$ cat src/rtl/core/bapp_pkg.sv
`timescale 1ns / 1ps
// ----------------------------------------------------------------------------
// bapp_pkg
// Shared types and constants for the buzzer alert pattern player.
// ----------------------------------------------------------------------------
package bapp_pkg;

    localparam int unsigned WORD_W     = 32;
    localparam int unsigned CFG_IDX_W  = 3;
    localparam int unsigned IN_DATA_W  = 40;
    localparam int unsigned IN_USED_W  = 39;
    localparam int unsigned OUT_DATA_W = 8;

    // pattern length and bit period in ms
    localparam logic [WORD_W-1:0] PLAY_LEN_MS = 32'd3200;
    localparam int unsigned       BIT_MS      = 100;

    // elapsed / 100 for elapsed < 3200: (elapsed * 5243) >> 19, exact in range
    localparam int unsigned    ELAP_W      = 12;
    localparam int unsigned    RECIP_W     = 13;
    localparam logic [12:0]    RECIP_100   = 13'd5243;
    localparam int unsigned    RECIP_SHIFT = 19;
    localparam int unsigned    BIT_IDX_W   = 5;

    typedef enum logic [CFG_IDX_W-1:0] {
        CFG_SINGLE      = 3'd0,
        CFG_DOUBLE      = 3'd1,
        CFG_ARMING      = 3'd2,
        CFG_EKF_BAD     = 3'd3,
        CFG_GYRO_INIT   = 3'd4,
        CFG_PREARM_GOOD = 3'd5,
        CFG_MIN_GAP     = 3'd6,
        CFG_ACTIVE_LVL  = 3'd7
    } t_cfg_idx;

    typedef struct packed {
        logic [WORD_W-1:0] single_pattern;
        logic [WORD_W-1:0] double_pattern;
        logic [WORD_W-1:0] arming_pattern;
        logic [WORD_W-1:0] ekf_bad_pattern;
        logic [WORD_W-1:0] gyro_init_pattern;
        logic [WORD_W-1:0] prearm_good_pattern;
        logic [WORD_W-1:0] min_gap_ms;
    } t_cfg;

    typedef struct packed {
        logic              mode;
        logic [WORD_W-1:0] now_ms;
        logic              arm_failed_event;
        logic              gyro_cal_flag;
        logic              prearm_ok_flag;
        logic              armed_flag;
        logic              ekf_bad_flag;
        logic              lost_flag;
        logic              battery_fs_flag;
    } t_item;

    typedef struct packed {
        logic seen_gyro_cal;
        logic seen_prearm_ok;
        logic seen_armed;
        logic seen_ekf_bad;
    } t_seen;

    // selection result: whether a pattern starts and with which word
    typedef struct packed {
        logic              start;
        logic [WORD_W-1:0] word;
        t_seen             seen;
    } t_sel;

    typedef struct packed {
        logic [WORD_W-1:0] pattern_word;
        logic [WORD_W-1:0] start_time;
        logic              buzz_on;
    } t_play;

endpackage

$ cat src/rtl/core/buzzer_alert_pattern_player.sv
`timescale 1ns / 1ps
// ----------------------------------------------------------------------------
// buzzer_alert_pattern_player
// Plays 32-bit buzzer alert words chosen by priority from status ticks.
//
//  channel   dir  payload (low bit first)
//  s_axis    in   tdata: now_ms, arm_failed, gyro_cal, prearm_ok, armed,
//                        ekf_bad, lost, battery_fs; tuser: mode
//  m_axis    out  tdata: pin_level, sounding, busy_res
//  cfg       in   i_cfg_wr_en / i_cfg_index / i_cfg_wdata, write only
//
//  One word accepted per cycle while the result register is free or being read;
//  each word goes through the input register, then the result register.
//  The status state is updated in the cycle a word moves into the result
//  register, so the next word sees it at once.
//  Synchronous active-low reset clears state and sets active_level to 1.
//  A stalled result register holds the input register, which then drops ready.
// ----------------------------------------------------------------------------
module buzzer_alert_pattern_player (
    input  logic                              i_clk,
    input  logic                              i_rst_n,
    input  logic                              s_axis_tvalid,
    output logic                              s_axis_tready,
    // now_ms[31:0], arm_failed, gyro_cal, prearm_ok, armed, ekf_bad, lost,
    // battery_fs, pad
    input  logic [bapp_pkg::IN_DATA_W-1:0]    s_axis_tdata,
    // mode
    input  logic                              s_axis_tuser,
    output logic                              m_axis_tvalid,
    input  logic                              m_axis_tready,
    // pin_level, sounding, busy_res, pad
    output logic [bapp_pkg::OUT_DATA_W-1:0]   m_axis_tdata,
    input  logic                              i_cfg_wr_en,
    input  logic [bapp_pkg::CFG_IDX_W-1:0]    i_cfg_index,
    input  logic [bapp_pkg::WORD_W-1:0]       i_cfg_wdata
);

    bapp_pkg::t_cfg                   r_cfg;
    logic                             r_active;

    logic                             r_in_valid;
    logic [bapp_pkg::IN_USED_W-1:0]   r_in_data;
    logic                             r_in_mode;

    logic [bapp_pkg::WORD_W-1:0]      r_pattern_word;
    logic [bapp_pkg::WORD_W-1:0]      r_start_time;
    logic                             r_buzz_on;
    bapp_pkg::t_seen                  r_seen;

    logic                             r_out_valid;
    logic                             r_out_pin;
    logic                             r_out_sounding;
    logic                             r_out_busy;

    logic                             w_advance;
    bapp_pkg::t_item                  w_item;
    bapp_pkg::t_sel                   w_sel;
    bapp_pkg::t_play                  w_cur;
    bapp_pkg::t_play                  n_play;

    // configuration
    always_ff @(posedge i_clk) begin
        if (!i_rst_n) begin
            r_cfg    <= '0;
            r_active <= 1'b1;
        end else if (i_cfg_wr_en) begin
            case (bapp_pkg::t_cfg_idx'(i_cfg_index))
                bapp_pkg::CFG_SINGLE:      r_cfg.single_pattern      <= i_cfg_wdata;
                bapp_pkg::CFG_DOUBLE:      r_cfg.double_pattern      <= i_cfg_wdata;
                bapp_pkg::CFG_ARMING:      r_cfg.arming_pattern      <= i_cfg_wdata;
                bapp_pkg::CFG_EKF_BAD:     r_cfg.ekf_bad_pattern     <= i_cfg_wdata;
                bapp_pkg::CFG_GYRO_INIT:   r_cfg.gyro_init_pattern   <= i_cfg_wdata;
                bapp_pkg::CFG_PREARM_GOOD: r_cfg.prearm_good_pattern <= i_cfg_wdata;
                bapp_pkg::CFG_MIN_GAP:     r_cfg.min_gap_ms          <= i_cfg_wdata;
                bapp_pkg::CFG_ACTIVE_LVL:  r_active                  <= i_cfg_wdata[0];
                default: ;
            endcase
        end
    end

    assign w_advance     = r_in_valid && (!r_out_valid || m_axis_tready);
    assign s_axis_tready = !r_in_valid || w_advance;

    // input register
    always_ff @(posedge i_clk) begin
        if (!i_rst_n) begin
            r_in_valid <= 1'b0;
        end else if (s_axis_tready) begin
            r_in_valid <= s_axis_tvalid;
        end
    end

    always_ff @(posedge i_clk) begin
        if (s_axis_tvalid && s_axis_tready) begin
            r_in_data <= s_axis_tdata[bapp_pkg::IN_USED_W-1:0];
            r_in_mode <= s_axis_tuser;
        end
    end

    assign w_item.mode             = r_in_mode;
    assign w_item.now_ms           = r_in_data[31:0];
    assign w_item.arm_failed_event = r_in_data[32];
    assign w_item.gyro_cal_flag    = r_in_data[33];
    assign w_item.prearm_ok_flag   = r_in_data[34];
    assign w_item.armed_flag       = r_in_data[35];
    assign w_item.ekf_bad_flag     = r_in_data[36];
    assign w_item.lost_flag        = r_in_data[37];
    assign w_item.battery_fs_flag  = r_in_data[38];

    assign w_cur.pattern_word = r_pattern_word;
    assign w_cur.start_time   = r_start_time;
    assign w_cur.buzz_on      = r_buzz_on;

    bapp_select u_select (
        .i_item       (w_item),
        .i_cfg        (r_cfg),
        .i_start_time (r_start_time),
        .i_seen       (r_seen),
        .o_sel        (w_sel)
    );

    bapp_play u_play (
        .i_item (w_item),
        .i_sel  (w_sel),
        .i_cur  (w_cur),
        .o_next (n_play)
    );

    // player state, updated as the word moves to the result register
    always_ff @(posedge i_clk) begin
        if (!i_rst_n) begin
            r_pattern_word <= '0;
            r_start_time   <= '0;
            r_buzz_on      <= 1'b0;
            r_seen         <= '0;
        end else if (w_advance) begin
            r_pattern_word <= n_play.pattern_word;
            r_start_time   <= n_play.start_time;
            r_buzz_on      <= n_play.buzz_on;
            r_seen         <= w_sel.seen;
        end
    end

    // result register
    always_ff @(posedge i_clk) begin
        if (!i_rst_n) begin
            r_out_valid <= 1'b0;
        end else if (w_advance) begin
            r_out_valid <= 1'b1;
        end else if (m_axis_tready) begin
            r_out_valid <= 1'b0;
        end
    end

    always_ff @(posedge i_clk) begin
        if (w_advance) begin
            r_out_pin      <= n_play.buzz_on ? r_active : ~r_active;
            r_out_sounding <= n_play.buzz_on;
            r_out_busy     <= (n_play.pattern_word != '0);
        end
    end

    assign m_axis_tvalid = r_out_valid;
    assign m_axis_tdata  = {{(bapp_pkg::OUT_DATA_W-3){1'b0}},
                            r_out_busy, r_out_sounding, r_out_pin};

`ifndef SYNTH
    // the pending result matches the player state it was taken from
    a_busy_state: assert property (@(posedge i_clk) disable iff (!i_rst_n)
        r_out_valid |-> (r_out_busy == (r_pattern_word != '0)))
        else $error("busy_res disagrees with pattern state");

    a_sound_state: assert property (@(posedge i_clk) disable iff (!i_rst_n)
        r_out_valid |-> (r_out_sounding == r_buzz_on))
        else $error("sounding disagrees with buzzer state");

    // the pre-arm pass is latched once and never cleared
    a_prearm_sticky: assert property (@(posedge i_clk) disable iff (!i_rst_n)
        $past(i_rst_n) |-> !$fell(r_seen.seen_prearm_ok))
        else $error("seen_prearm_ok cleared");

    // a held input word is not dropped while the result side stalls
    a_in_hold: assert property (@(posedge i_clk) disable iff (!i_rst_n)
        (r_in_valid && !w_advance) |=> r_in_valid)
        else $error("input word lost under stall");

    // silence when a playing pattern runs out with nothing new started
    a_idle_quiet: assert property (@(posedge i_clk) disable iff (!i_rst_n)
        (w_advance && !w_item.mode && !w_sel.start && n_play.pattern_word == '0
         && r_pattern_word != '0) |-> !n_play.buzz_on)
        else $error("buzzer left on after pattern end");
`endif

endmodule

$ cat src/rtl/core/bapp_select.sv
`timescale 1ns / 1ps
// ----------------------------------------------------------------------------
// bapp_select
// Priority selection of the pattern to start on one update word.
// ----------------------------------------------------------------------------
module bapp_select (
    input  bapp_pkg::t_item               i_item,
    input  bapp_pkg::t_cfg                i_cfg,
    input  logic [bapp_pkg::WORD_W-1:0]   i_start_time,
    input  bapp_pkg::t_seen               i_seen,
    output bapp_pkg::t_sel                o_sel
);

    logic [bapp_pkg::WORD_W-1:0] w_since;
    logic                        w_gap_ok;

    assign w_since  = i_item.now_ms - i_start_time;
    assign w_gap_ok = (w_since >= i_cfg.min_gap_ms);

    always_comb begin
        o_sel       = '0;
        o_sel.seen  = i_seen;
        if (i_item.mode) begin
            // init: only the armed flag is latched
            o_sel.seen.seen_armed = i_item.armed_flag;
        end else if (i_item.arm_failed_event) begin
            o_sel.start = 1'b1;
            o_sel.word  = i_cfg.single_pattern;
        end else if (w_gap_ok) begin
            if (i_seen.seen_gyro_cal != i_item.gyro_cal_flag) begin
                o_sel.seen.seen_gyro_cal = i_item.gyro_cal_flag;
                o_sel.start              = 1'b1;
                o_sel.word               = i_cfg.gyro_init_pattern;
            end
            if (i_item.prearm_ok_flag && !i_seen.seen_prearm_ok) begin
                o_sel.seen.seen_prearm_ok = 1'b1;
                o_sel.start               = 1'b1;
                o_sel.word                = i_cfg.prearm_good_pattern;
            end
            // later starts override earlier ones
            if (i_seen.seen_armed != i_item.armed_flag) begin
                o_sel.seen.seen_armed = i_item.armed_flag;
                o_sel.start           = 1'b1;
                o_sel.word            = i_item.armed_flag ? i_cfg.arming_pattern
                                                          : i_cfg.single_pattern;
            end else if (i_seen.seen_ekf_bad != i_item.ekf_bad_flag) begin
                o_sel.seen.seen_ekf_bad = i_item.ekf_bad_flag;
                if (i_item.ekf_bad_flag) begin
                    o_sel.start = 1'b1;
                    o_sel.word  = i_cfg.ekf_bad_pattern;
                end
            end else if (i_item.lost_flag) begin
                o_sel.start = 1'b1;
                o_sel.word  = i_cfg.double_pattern;
            end else if (i_item.battery_fs_flag) begin
                o_sel.start = 1'b1;
                o_sel.word  = i_cfg.single_pattern;
            end
        end
    end

endmodule

$ cat src/rtl/core/bapp_play.sv
`timescale 1ns / 1ps
// ----------------------------------------------------------------------------
// bapp_play
// Pattern playback: picks the current bit of the word from elapsed time.
// ----------------------------------------------------------------------------
module bapp_play (
    input  bapp_pkg::t_item               i_item,
    input  bapp_pkg::t_sel                i_sel,
    input  bapp_pkg::t_play               i_cur,
    output bapp_pkg::t_play               o_next
);

    logic [bapp_pkg::WORD_W-1:0]                          w_word;
    logic [bapp_pkg::WORD_W-1:0]                          w_stime;
    logic [bapp_pkg::WORD_W-1:0]                          w_elapsed;
    logic [bapp_pkg::ELAP_W+bapp_pkg::RECIP_W-1:0]        w_prod;
    logic [bapp_pkg::BIT_IDX_W-1:0]                       w_bit_idx;

    assign w_word    = i_sel.start ? i_sel.word : i_cur.pattern_word;
    assign w_stime   = i_sel.start ? i_item.now_ms : i_cur.start_time;
    assign w_elapsed = i_item.now_ms - w_stime;

    assign w_prod    = {{bapp_pkg::RECIP_W{1'b0}}, w_elapsed[bapp_pkg::ELAP_W-1:0]}
                     * {{bapp_pkg::ELAP_W{1'b0}}, bapp_pkg::RECIP_100};
    // 31 - bit is the bitwise inverse of a 5-bit bit number
    assign w_bit_idx = ~w_prod[bapp_pkg::RECIP_SHIFT +: bapp_pkg::BIT_IDX_W];

    always_comb begin
        o_next = i_cur;
        if (i_item.mode) begin
            o_next.buzz_on = 1'b0;
        end else begin
            o_next.pattern_word = w_word;
            o_next.start_time   = w_stime;
            if (w_word != '0) begin
                if (w_elapsed >= bapp_pkg::PLAY_LEN_MS) begin
                    o_next.buzz_on      = 1'b0;
                    o_next.pattern_word = '0;
                end else begin
                    o_next.buzz_on = w_word[w_bit_idx];
                end
            end
        end
    end

endmodule

$ cat config.mk
export PLATFORM = sky130hd
export DESIGN_NAME = buzzer_alert_pattern_player
export DESIGN_NICKNAME = d
export VERILOG_FILES = /design/src/rtl/core/bapp_pkg.sv /design/src/rtl/core/buzzer_alert_pattern_player.sv /design/src/rtl/core/bapp_select.sv /design/src/rtl/core/bapp_play.sv
export SDC_FILE = /design/constraint.sdc
export NUM_CORES = 1
export LEC_CHECK = 0
export BUFFER_PORTS_ARGS = -buffer_cell sky130_fd_sc_hd__buf_2
export CELL_PAD_IN_SITES_DETAIL_PLACEMENT = 0
export CELL_PAD_IN_SITES_GLOBAL_PLACEMENT = 1
export CORE_ASPECT_RATIO = 0.6
export CORE_MARGIN = 2
export CORE_UTILIZATION = 40
export DETAILED_ROUTE_END_ITERATION = 7
export GPL_ROUTABILITY_DRIVEN = 0
export GPL_TIMING_DRIVEN = 0
export PLACE_DENSITY = 0.82
export REMOVE_ABC_BUFFERS = 1
export SYNTH_ARGS = -nofsm -noshare
export SYNTH_HDL_FRONTEND = slang
export SYNTH_SLANG_ARGS = --single-unit
$ cat constraint.sdc
create_clock -name i_clk -period 12.75 [get_ports i_clk]
set_input_delay 1.275 -clock i_clk [delete_from_list [all_inputs] [get_ports i_clk]]
set_output_delay 1.275 -clock i_clk [all_outputs]
set_load 0.01 [all_outputs]
==> metrics.md, run 1 <==
| Metric | Value |
|---|---|
| Outcome | finished, final reports clean |
| Number of global-route vias before repair | ~20k |
| # setup viols final | 0 |
| Antenna violations before repair | 2 |
| Slowest-stage cell, CP | fa_1 |
| Reg2Reg Depth | 57 |
| Gr usage total | 0.239 |
| Placed cell area | approximately 24000 um^2 |
| Finished Cell Area | 26500 um^2 |
| Std-Cell Rows | 67 |
| EDFF count, synth | 43 |
| Nets | roughly 3.2k |
| First drt pass iteration count | 6 |
| Post-Syn Area | between 20000 and 25000 um^2 |
| Starting Density | 0.406 |
| Crit start category | flop |
| Commonest non-fill, non-tap cell in the layout | nand2_1 |
| WHS Path Cells | 2 |
| Commonest non-fill, non-tap cells in the layout | nand2_1 (643), dfxtp_1 (296), a21boi_0 (258) |
| Worst setup path category | flop to flop |
| Final Skew | 40.6 ps |
| WP data required | 13050 ps |
| 1st-iter DRT viols | between 2k and 2.5k |
| Final ANT Viol Nets | 0 |
| Hold_buf cts | 0 |
| Async S/R FF share, synth | 0 |
| Fin. max-slew vios | 0 |
| Hold Vio Cnt, Final | 0 |
| Largest net degree at the start of global routing | slightly above 200 |
| CTS tree | done |
| Crit-path max cell delay | 520 ps |
| Vias post-DR | 21.1k |
| # clock sinks | between 300 and 400 |
| Max Freq | 79.9 MHz |
| Synth Instances | 2813 |
| Slew @ Worst Pin | 1350 ps |
| CTS buffer count | 37 |
| Global-route wire length before repair | 113000 um |
| Share of cells above drive strength 1 | 0.130 |
| DP HPWL | approximately 53000 um |
| Die area | just under 60000 um^2 |
| Yosys cell types | a little under 90 |
| CTS max path bufs | 3 |
| Yosys reg bits | approximately 340 |
| Ports | 91 |
| Setup TNS | 0 ps |
| CP max FO | 6 |
| Worst hold-check path type | flop to flop |
| Main synth FF type | dfxtp_1 |
| Die Y | approximately 190 um |
| Sequential share of the synthesized area | 0.317 |
| Non-Filler Instances | 3650 |
| Yosys warns | 0 |
| Cells after DPL | 3512 |
| Post-route DRC | 0 |
| Avg Inst Size Synth | a little over 8 um^2 |
| Worst path arrival time | about 13000 ps |
| Root buf cell | clkbuf_16 |
| Tmin final | around 13000 ps |
| Layout overhead on the synthesized area | 16.5% |
| Die width | a little over 300 um |
| Grt ovf | 0 |
| Relative slew slack | 0.103 |
| Vias/cell | between 5 and 6 |
| CP Capture Type | flop |
| Clock Latency Late Sink | between 500 and 600 ps |
| Max Cap Viol | 0 |
| Final WL | ~73000 um |
| Core area | approximately 56000 um^2 |
| Depth of the CTS H-tree | 2 |
| Final worst-path cycle share | 0.981 |
| PortBufs | 84 |
| Reg clk slew, reported paths | 60 ps |
| Wire per inst | roughly 20 um |
==> cell usage after synthesis, types with 35 or more instances <==
cell type	count	share of area
a21boi_0	261	0.086
a21o_1	35	0.012
a21oi_1	120	0.026
a22oi_1	36	0.012
clkbuf_1	124	0.020
dfxtp_1	296	0.26
edfxtp_1	43	0.057
fa_1	44	0.039
ha_1	176	0.097
inv_1	200	0.033
mux2i_1	58	0.026
nand2_1	656	0.11
nand3_1	67	0.015
nor2_1	76	0.013
nor2b_1	37	0.010
o21ai_0	90	0.020
xnor2_1	36	0.014
==> through the flow <==
| step | hold WS [ps] | util | setup WS [ps] |
|---|---|---|---|
| floorplan | 436 | - | -900 |
| global placement | 451 | 0.419 | -4400 |
| detailed placement | 457 | 0.428 | -3010 |
| CTS | 466 | 0.458 | 10.9 |
| global route | 482 | 0.473 | -174 |
| finish | 461 | 0.473 | 239 |
==> worst max-delay path: cells and delay by family (launching register included) <==
family,cells,cell delay (ps)
flops,1,430
compound gates,26,5480
buf+inv,11,1030
simple gates,4,790
mux,1,200
fa+ha+maj,10,3370
xor+xnor,5,910
==> path summary, 6_finish.rpt <==
kind,start,endpoint,slack [ps]
max,r_in_data[0],r_out_pin,240
min,r_cfg[4],r_cfg[4],460
max reg2reg,r_in_data[0],r_out_pin,240
min reg2reg,r_cfg[4],r_cfg[4],460
==> layout make-up <==
type | count | area [um^2]
Sequential cell | 339 | 7220
Antenna cell | 2 | 5.00
Clock buffer | 54 | 1050
Fill cell | 5367 | 29500
Clock inverter | 13 | 161
Timing Repair Buffer | 171 | 1340
Multi-Input combinational cell | 2111 | 15000
Inverter | 201 | 754
Tap cell | 759 | 950
==> flip-flops by register name, summed over array words and instances (netlist names) <==
name and cells:
m_axis_tvalid 1, r_cfg 224, r_in_valid 1, r_out_busy 1, r_in_data 39, r_seen 4
r_out_sounding 1, r_active 1, r_start_time 32, r_in_mode 1, r_buzz_on 1, r_pattern_word 32
r_out_pin 1
==> cells by family (layout without fill, tap and decap cells) <==
family | count (synthesis) | in the layout | synth area share
AND/OR/NAND/NOR | 974 | 974 | 0.185
multiplexers | 59 | 59 | 0.0260
flip-flops | 339 | 339 | 0.317
buffers and inverters | 367 | 439 | 0.0641
XOR/XNOR | 60 | 60 | 0.0234
AO/OA/AOI/OAI | 793 | 793 | 0.248
adder cells (fa/ha/maj) | 220 | 220 | 0.135
other | 1 | 7 | 0.000165
==> repair_timing <==
| item | 4_1_cts | 5_1_grt |
|---|---|---|
| pin swaps | 35 | 83 |
| gates resized for setup | 56 | 103 |
| setup endpoints to repair | 3 | 3 |
| cloned | 0 | 0 |
| setup buffers | 27 | 42 |
==> routing by layer <==
metal  vias up  GRT usage  part of all wire
met5         -          0                 0
met4         0     0.0494             0.018
met3       108     0.0496             0.092
met2       910      0.349              0.41
met1     10100      0.360              0.48
li1       9922          -                 -
Power of run 1 is not shown: default switching activity piles up to over one toggle a cycle in this logic, so the estimate is an artifact.
==> inputs of run 2 (changes only) <==
--- a/config.mk
+++ b/config.mk
@@ -5,11 +5,10 @@
 export SDC_FILE = /design/constraint.sdc
 export NUM_CORES = 1
 export LEC_CHECK = 0
-export BUFFER_PORTS_ARGS = -buffer_cell sky130_fd_sc_hd__buf_2
+export BUFFER_PORTS_ARGS = -buffer_cell sky130_fd_sc_hd__buf_4
 export CELL_PAD_IN_SITES_DETAIL_PLACEMENT = 0
 export CELL_PAD_IN_SITES_GLOBAL_PLACEMENT = 1
 export CORE_ASPECT_RATIO = 0.6
-export CORE_MARGIN = 2
 export CORE_UTILIZATION = 40
 export DETAILED_ROUTE_END_ITERATION = 7
 export GPL_ROUTABILITY_DRIVEN = 0
==> metrics.md, run 2 (same netlist as run 1, synthesis figures left out) <==
| Metric | Value |
|---|---|
| Final setup margin | 151 ps (-88.0 ps) |
| DP HPWL | 52300 um (-1.1%) |
| Cells after DPL | 3515 (+0.085%) |
| Worst setup path category | flop to flop |
| Nets | 3159 (-0.095%) |
| Max Cap Viol | 0 (unchanged) |
| Hold Vio Cnt, Final | 0 (unchanged) |
| 1st-iter DRT viols | 2057 (+1.7%) |
| Crit-path max cell delay | 490 ps (-30 ps) |
| CP max FO | 6 (unchanged) |
| Final Skew | 34.4 ps (-6.17 ps) |
| Die Y | 187 um (-1.1%) |
| Largest regs | r_cfg (224), r_in_data (39) |
| Setup crit start | r_in_data[0] |
| Vias/cell | 5.78 (about the same) |
| Global-route wire length before repair | 111000 um (-1.8%) |
| Slowest-stage cell, CP | fa_1 |
| CTS tree | done |
| Worst hold-check path type | flop to flop |
| First drt pass iteration count | 6 (unchanged) |
| Worst path arrival time | 12900 ps (+90 ps) |
| CP Capture Type | flop |
| Std-Cell Rows | 67 (unchanged) |
| Non-Filler Instances | 3647 (-0.082%) |
| Final worst-path cycle share | 0.988 (+0.00690) |
| PortBufs | 84 (unchanged) |
| Commonest non-fill, non-tap cells in the layout | nand2_1 (644), dfxtp_1 (296), a21boi_0 (259) |
| Die width | 310 um (-0.64%) |
| Final ANT Viol Nets | 0 (unchanged) |
| Crit start category | flop |
| Layout overhead on the synthesized area | 17.3% |
| Reg clk slew, reported paths | 60 ps (about the same) |
| Fillers | 5377 (+0.19%) |
| Slew @ Worst Pin | 1300 ps (-42.9 ps) |
| Share of cells above drive strength 1 | 0.130 (+0.000481) |
| Commonest non-fill, non-tap cell in the layout | nand2_1 |
| CTS buffer count | 36 (-2.7%) |
| Grt ovf | 0 (unchanged) |
| Fin. max-slew vios | 0 (unchanged) |
| # clock sinks | 339 (unchanged) |
| Post-route DRC | 0 (unchanged) |
| Finished Cell Area | 26700 um^2 (+0.67%) |
| WP data required | 13050 ps (about the same) |
| Antenna violations before repair | 1 (-1) |
| Max Freq | 79.4 MHz (-0.70%) |
| Unrepaired setup endpoints after global routing | yes |
| Largest reg by FF count | r_cfg |
| Setup TNS | 0 ps (unchanged) |
| Ports | 91 (unchanged) |
| Depth of the CTS H-tree | 2 (unchanged) |
| Die area | 57900 um^2 (-1.7%) |
| Clock Latency Late Sink | 570 ps (about the same) |
| Core area | 56000 um^2 (unchanged) |
| Starting Density | 0.406 (unchanged) |
| Most used cell, CP | inv_2 |
| Gr usage total | 0.242 (+0.00290) |
| Largest net degree at the start of global routing | 181 (-10%) |
| Outcome | finished, final reports clean |
| FF-to-FF Start | r_in_data[0] |
| CTS max path bufs | 3 (unchanged) |
| # setup viols final | 0 (unchanged) |
| Placed cell area | 24200 um^2 (+1.0%) |
| Relative slew slack | 0.130 (+0.0265) |
| Vias post-DR | 21.1k (+0.014%) |
| Max reg flops | 224 (unchanged) |
| Wire per inst | 19.8 um (-1.4%) |
| Dpl ws | -3010 ps (-1.03 ps) |
| Hold Crit Start | r_cfg[5] |
| Root buf cell | clkbuf_16 |
| Tmin final | 12600 ps (+88.0 ps) |
| Final WL | 72200 um (-1.5%) |
| Number of global-route vias before repair | 19.7k (-1.7%) |
-- run 2: what timing repair did --
| item | 4_1_cts | 5_1_grt |
|---|---|---|
| endpoints found under the setup margin | 3 | 3 |
| gates resized for setup | 50 | 100 |
| setup buffers | 16 | 46 |
| cloned | 1 | 1 |
| hold buffers | 0 | 0 |
| pin swaps | 23 | 82 |
-- run 2: metrics by stage --
stage	utilization	hold slack, ps
2_1_floorplan	-	436
3_3_place_gp	0.422	452
3_5_place_dp	0.432	454
4_1_cts	0.461	462
5_1_grt	0.476	476
6_report	0.477	461
-- run 2: routing by layer --
metal	vias to the layer above	track usage	share of wire
met2	902	0.340	0.41
li1	9902	-	-
met1	10200	0.366	0.47
met4	0	0.0540	0.019
met5	-	0	0
met3	104	0.0596	0.10
-- run 2: layout make-up --
| type | count | area (um^2) | area share |
|---|---|---|---|
| diodes | 2 | 5.00 | 0.000188 |
| flip-flops and latches | 339 | 7220 | 0.270 |
| clock inverters | 11 | 120 | 0.00450 |
| well taps | 759 | 950 | 0.0356 |
| multi-input cells | 2111 | 15000 | 0.561 |
| inverters | 201 | 754 | 0.0283 |
| clock buffers | 55 | 1090 | 0.0410 |
| repair buffers | 169 | 1570 | 0.0588 |
-- run 2: final timing paths --
path | endpoint | slack [ps] | cells after the start
max | r_out_pin | 150 | 59
min | r_cfg[5] | 460 | 2
max reg2reg | r_out_pin | 150 | 59
min reg2reg | r_cfg[5] | 460 | 2
-- run 2: worst max-delay path: cells and delay by family (launching register included) --
kind                     cells  cell delay (ps)
flip-flops                   1              430
AND/OR/NAND/NOR              5              760
multiplexers                 1              370
XOR/XNOR                     6              970
buffers and inverters       12             1150
adder cells (fa/ha/maj)     11             3830
AO/OA/AOI/OAI               24             4810
Power of run 2 is left out for the same reason.
==> inputs of run 3 (changes only) <==
--- a/config.mk
+++ b/config.mk
@@ -5,6 +5,7 @@
 export SDC_FILE = /design/constraint.sdc
 export NUM_CORES = 1
 export LEC_CHECK = 0
+export ABC_AREA = 1
 export BUFFER_PORTS_ARGS = -buffer_cell sky130_fd_sc_hd__buf_4
 export CELL_PAD_IN_SITES_DETAIL_PLACEMENT = 0
 export CELL_PAD_IN_SITES_GLOBAL_PLACEMENT = 1
@@ -13,8 +14,9 @@
 export DETAILED_ROUTE_END_ITERATION = 7
 export GPL_ROUTABILITY_DRIVEN = 0
 export GPL_TIMING_DRIVEN = 0
-export PLACE_DENSITY = 0.82
+export PLACE_DENSITY = 0.85
 export REMOVE_ABC_BUFFERS = 1
+export SLEW_MARGIN = 10
 export SYNTH_ARGS = -nofsm -noshare
 export SYNTH_HDL_FRONTEND = slang
 export SYNTH_SLANG_ARGS = --single-unit
==> metrics.md, run 3 <==
| Metric | Value |
|---|---|
| Relative slew slack | 0.249 (+0.119) |
| EDFF count, synth | 43 (unchanged) |
| Yosys warns | 0 (unchanged) |
| Hold_buf cts | 0 (unchanged) |
| Commonest non-fill, non-tap cell in the layout | nor2_1 |
| Die area | 57200 um^2 (-1.2%) |
| CP Capture Type | flop |
| Root buf cell | clkbuf_16 |
| Worst hold endpoint | r_cfg[13] |
| Ports | 91 (unchanged) |
| Sequential share of the synthesized area | 0.321 (+0.00376) |
| Final ANT Viol Nets | 0 (unchanged) |
| 1st-iter DRT viols | 2297 (+12%) |
| Largest reg by FF count | r_cfg |
| WP data required | 13030 ps (-20 ps) |
| CTS buffer count | 36 (unchanged) |
| Reg2reg setup slack | 770 ps (+620 ps) |
| Reg2reg end | r_out_pin |
| Avg Inst Size Synth | 7.01 um^2 (-13%) |
| Yosys cell types | 54 (-38%) |
| Non-Filler Instances | 3985 (+9.3%) |
| Complex-gate fraction of the synthesized area | 0.190 (-0.0583) |
| Hold Vio Cnt, Final | 0 (unchanged) |
| Die width | 308 um (-0.58%) |
| Global-route wire length before repair | 113000 um (+2.0%) |
| Clock Latency Late Sink | 540 ps (-30 ps) |
| Hold Crit Start | r_cfg[13] |
| Starting Density | 0.410 (+0.00378) |
| CTS tree | done |
| Wire per inst | 17.8 um (-10%) |
| Reg2Reg Depth | 61 (+3.4%) |
| Synth area leaders | dfxtp_1 (26%), ha_1 (9.8%), nor2_1 (8.7%), nand2_1 (8.2%), o21ai_0 (7.6%) |
| Count leader, synth | nor2_1 |
| Main synth FF type | dfxtp_1 |
| Antenna violations before repair | 1 (unchanged) |
| Vias/cell | 5.38 (-7.0%) |
| WHS Path Cells | 2 (unchanged) |
| # clock sinks | 339 (unchanged) |
| Max reg flops | 224 (unchanged) |
| Worst hold-check path type | flop to flop |
| # setup viols final | 0 (unchanged) |
| Post-synth top area cell | dfxtp_1 |
| Max Cap Viol | 0 (unchanged) |
| Post-route DRC | 0 (unchanged) |
| Largest regs | r_cfg (224), r_in_data (39) |
| Yosys top cell area share | 0.263 (+0.00309) |
| Grt ovf | 0 (unchanged) |
| Depth of the CTS H-tree | 2 (unchanged) |
| Nets | 3511 (+11%) |
| Crit-path max cell delay | 560 ps (+70 ps) |
| First drt pass iteration count | 6 (unchanged) |
| CP max FO | 11 (+5) |
| Number of global-route vias before repair | 19.6k (-0.50%) |
| Fin Hold WS | 462 ps (+0.342 ps) |
| Die Y | 186 um (-0.58%) |
| Mux cell area share after synthesis | 0 (-0.0260) |
| Std-Cell Rows | 66 (-1.5%) |
| Fin. max-slew vios | 0 (unchanged) |
| DP HPWL | 50000 um (-4.4%) |
| Share of cells above drive strength 1 | 0.0837 (-0.0465) |
| Synth Instances | 3209 (+14%) |
| Layout overhead on the synthesized area | 12.3% |
| Slowest-stage cell, CP | fa_1 |
| Outcome | finished, final reports clean |
| Most used cell, CP | nand2_1 |
| Yosys reg bits | 339 (unchanged) |
| Slew @ Worst Pin | 1120 ps (-183 ps) |
| Crit start category | flop |
| Reg clk slew, reported paths | 60 ps (about the same) |
| Post-Syn Area | 22500 um^2 (-1.2%) |
| Tmin final | 11980 ps (-619 ps) |
| Largest family of logic cells by synthesized area | simple AND/OR/NAND/NOR gates |
| Largest net degree at the start of global routing | 145 (-20%) |
| Adder-cell share of the synthesized area | 0.137 (+0.00161) |
| Cells after DPL | 3902 (+11%) |
| Max Freq | 83.5 MHz (+5.2%) |
| Final Skew | 31.3 ps (-3.15 ps) |
| CTS max path bufs | 3 (unchanged) |
| Commonest non-fill, non-tap cells in the layout | nor2_1 (510), nand2_1 (483), o21ai_0 (336) |
| Post-synth top cells | nor2_1 (520), nand2_1 (492), inv_1 (345), o21ai_0 (341), dfxtp_1 (296) |
| Simple-gate share of the synthesized area | 0.241 (+0.0552) |
| Core area | 54800 um^2 (-2.1%) |
| Final worst-path cycle share | 0.940 (-0.0486) |
| Final WL | 71000 um (-1.7%) |
| FF-to-FF Start | r_in_data[0] |
| Worst setup path category | flop to flop |
| Worst path arrival time | 12260 ps (-640 ps) |
| PortBufs | 84 (unchanged) |
| Async S/R FF share, synth | 0 (unchanged) |
| Vias post-DR | 21.4k (+1.6%) |
| Xor and xnor fraction of the mapped netlist area | 0.0215 (-0.00195) |
| Gr usage total | 0.250 (+0.00757) |
| Util after Layout | 0.461 (-0.0159) |
run 3: cells by family (layout without fill, tap and decap cells):
logic type / Yosys count / after routing
compound gates: 785 / 786
flops: 339 / 339
fa+ha+maj: 220 / 220
buf+inv: 511 / 532
simple gates: 1300 / 1301
xor+xnor: 53 / 53
other cells: 1 / 6
run 3: worst max path at each step:
stage / start / to / slack [ps] / cells after the start
2_1_floorplan: r_in_data[0] / r_out_pin / -60 / 62
5_1_grt: r_in_data[0] / r_out_pin / -20 / 74
3_3_place_gp: r_in_data[0] / r_out_pin / -4750 / 64
3_5_place_dp: r_in_data[0] / r_out_pin / -1760 / 65
4_1_cts: r_in_data[0] / r_out_pin / 80 / 66
6_report: r_in_data[0] / r_out_pin / 770 / 61
run 3: final cells by class:
type	count	area [um^2]
clock buffer	55	1110
sequential	339	7220
multi-input combinational	2365	13500
antenna	1	2.50
tap	748	936
inverter	353	1330
timing repair buffer	115	1080
fill	5656	29600
clock inverter	9	76.3
run 3: routing by layer:
metal / vias to the layer above / routed length, um / global-route usage
li1: 10700 / - / -
met1: 9908 / 36300 / 0.395
met2: 794 / 27400 / 0.346
met3: 70 / 6250 / 0.0442
met4: 0 / 1010 / 0.0428
met5: - / 0 / 0
run 3: timing repair:
item	in CTS	in global routing
endpoints found under the hold margin	0	0
setup buffers	8	8
pin swaps	3	8
gates resized for setup	10	30
gates cloned	2	0
setup endpoints to repair	3	3
run 3: critical path, delay by kind of cell (launching register included):
kind | cells | cell delay (ps)
DFF | 1 | 360
and+or+nand+nor | 26 | 2860
buffers and inverters | 7 | 830
AOI/OAI and AO/OA | 15 | 2530
xor gates and xnor gates | 2 | 750
adders and majority gates | 11 | 4390
run 3: per-stage QoR:
stage | instance area, um^2 | worst slack, ps | TNS (ps)
detailed placement | 23800 | -1760 | -5090
floorplan | 21800 | -63.2 | -105
CTS | 25100 | 82.7 | 0
global route | 25300 | -22.8 | -22.8
global placement | 23400 | -4750 | -67980
finish | 25300 | 771 | 0
Power of run 3 is left out for the same reason.
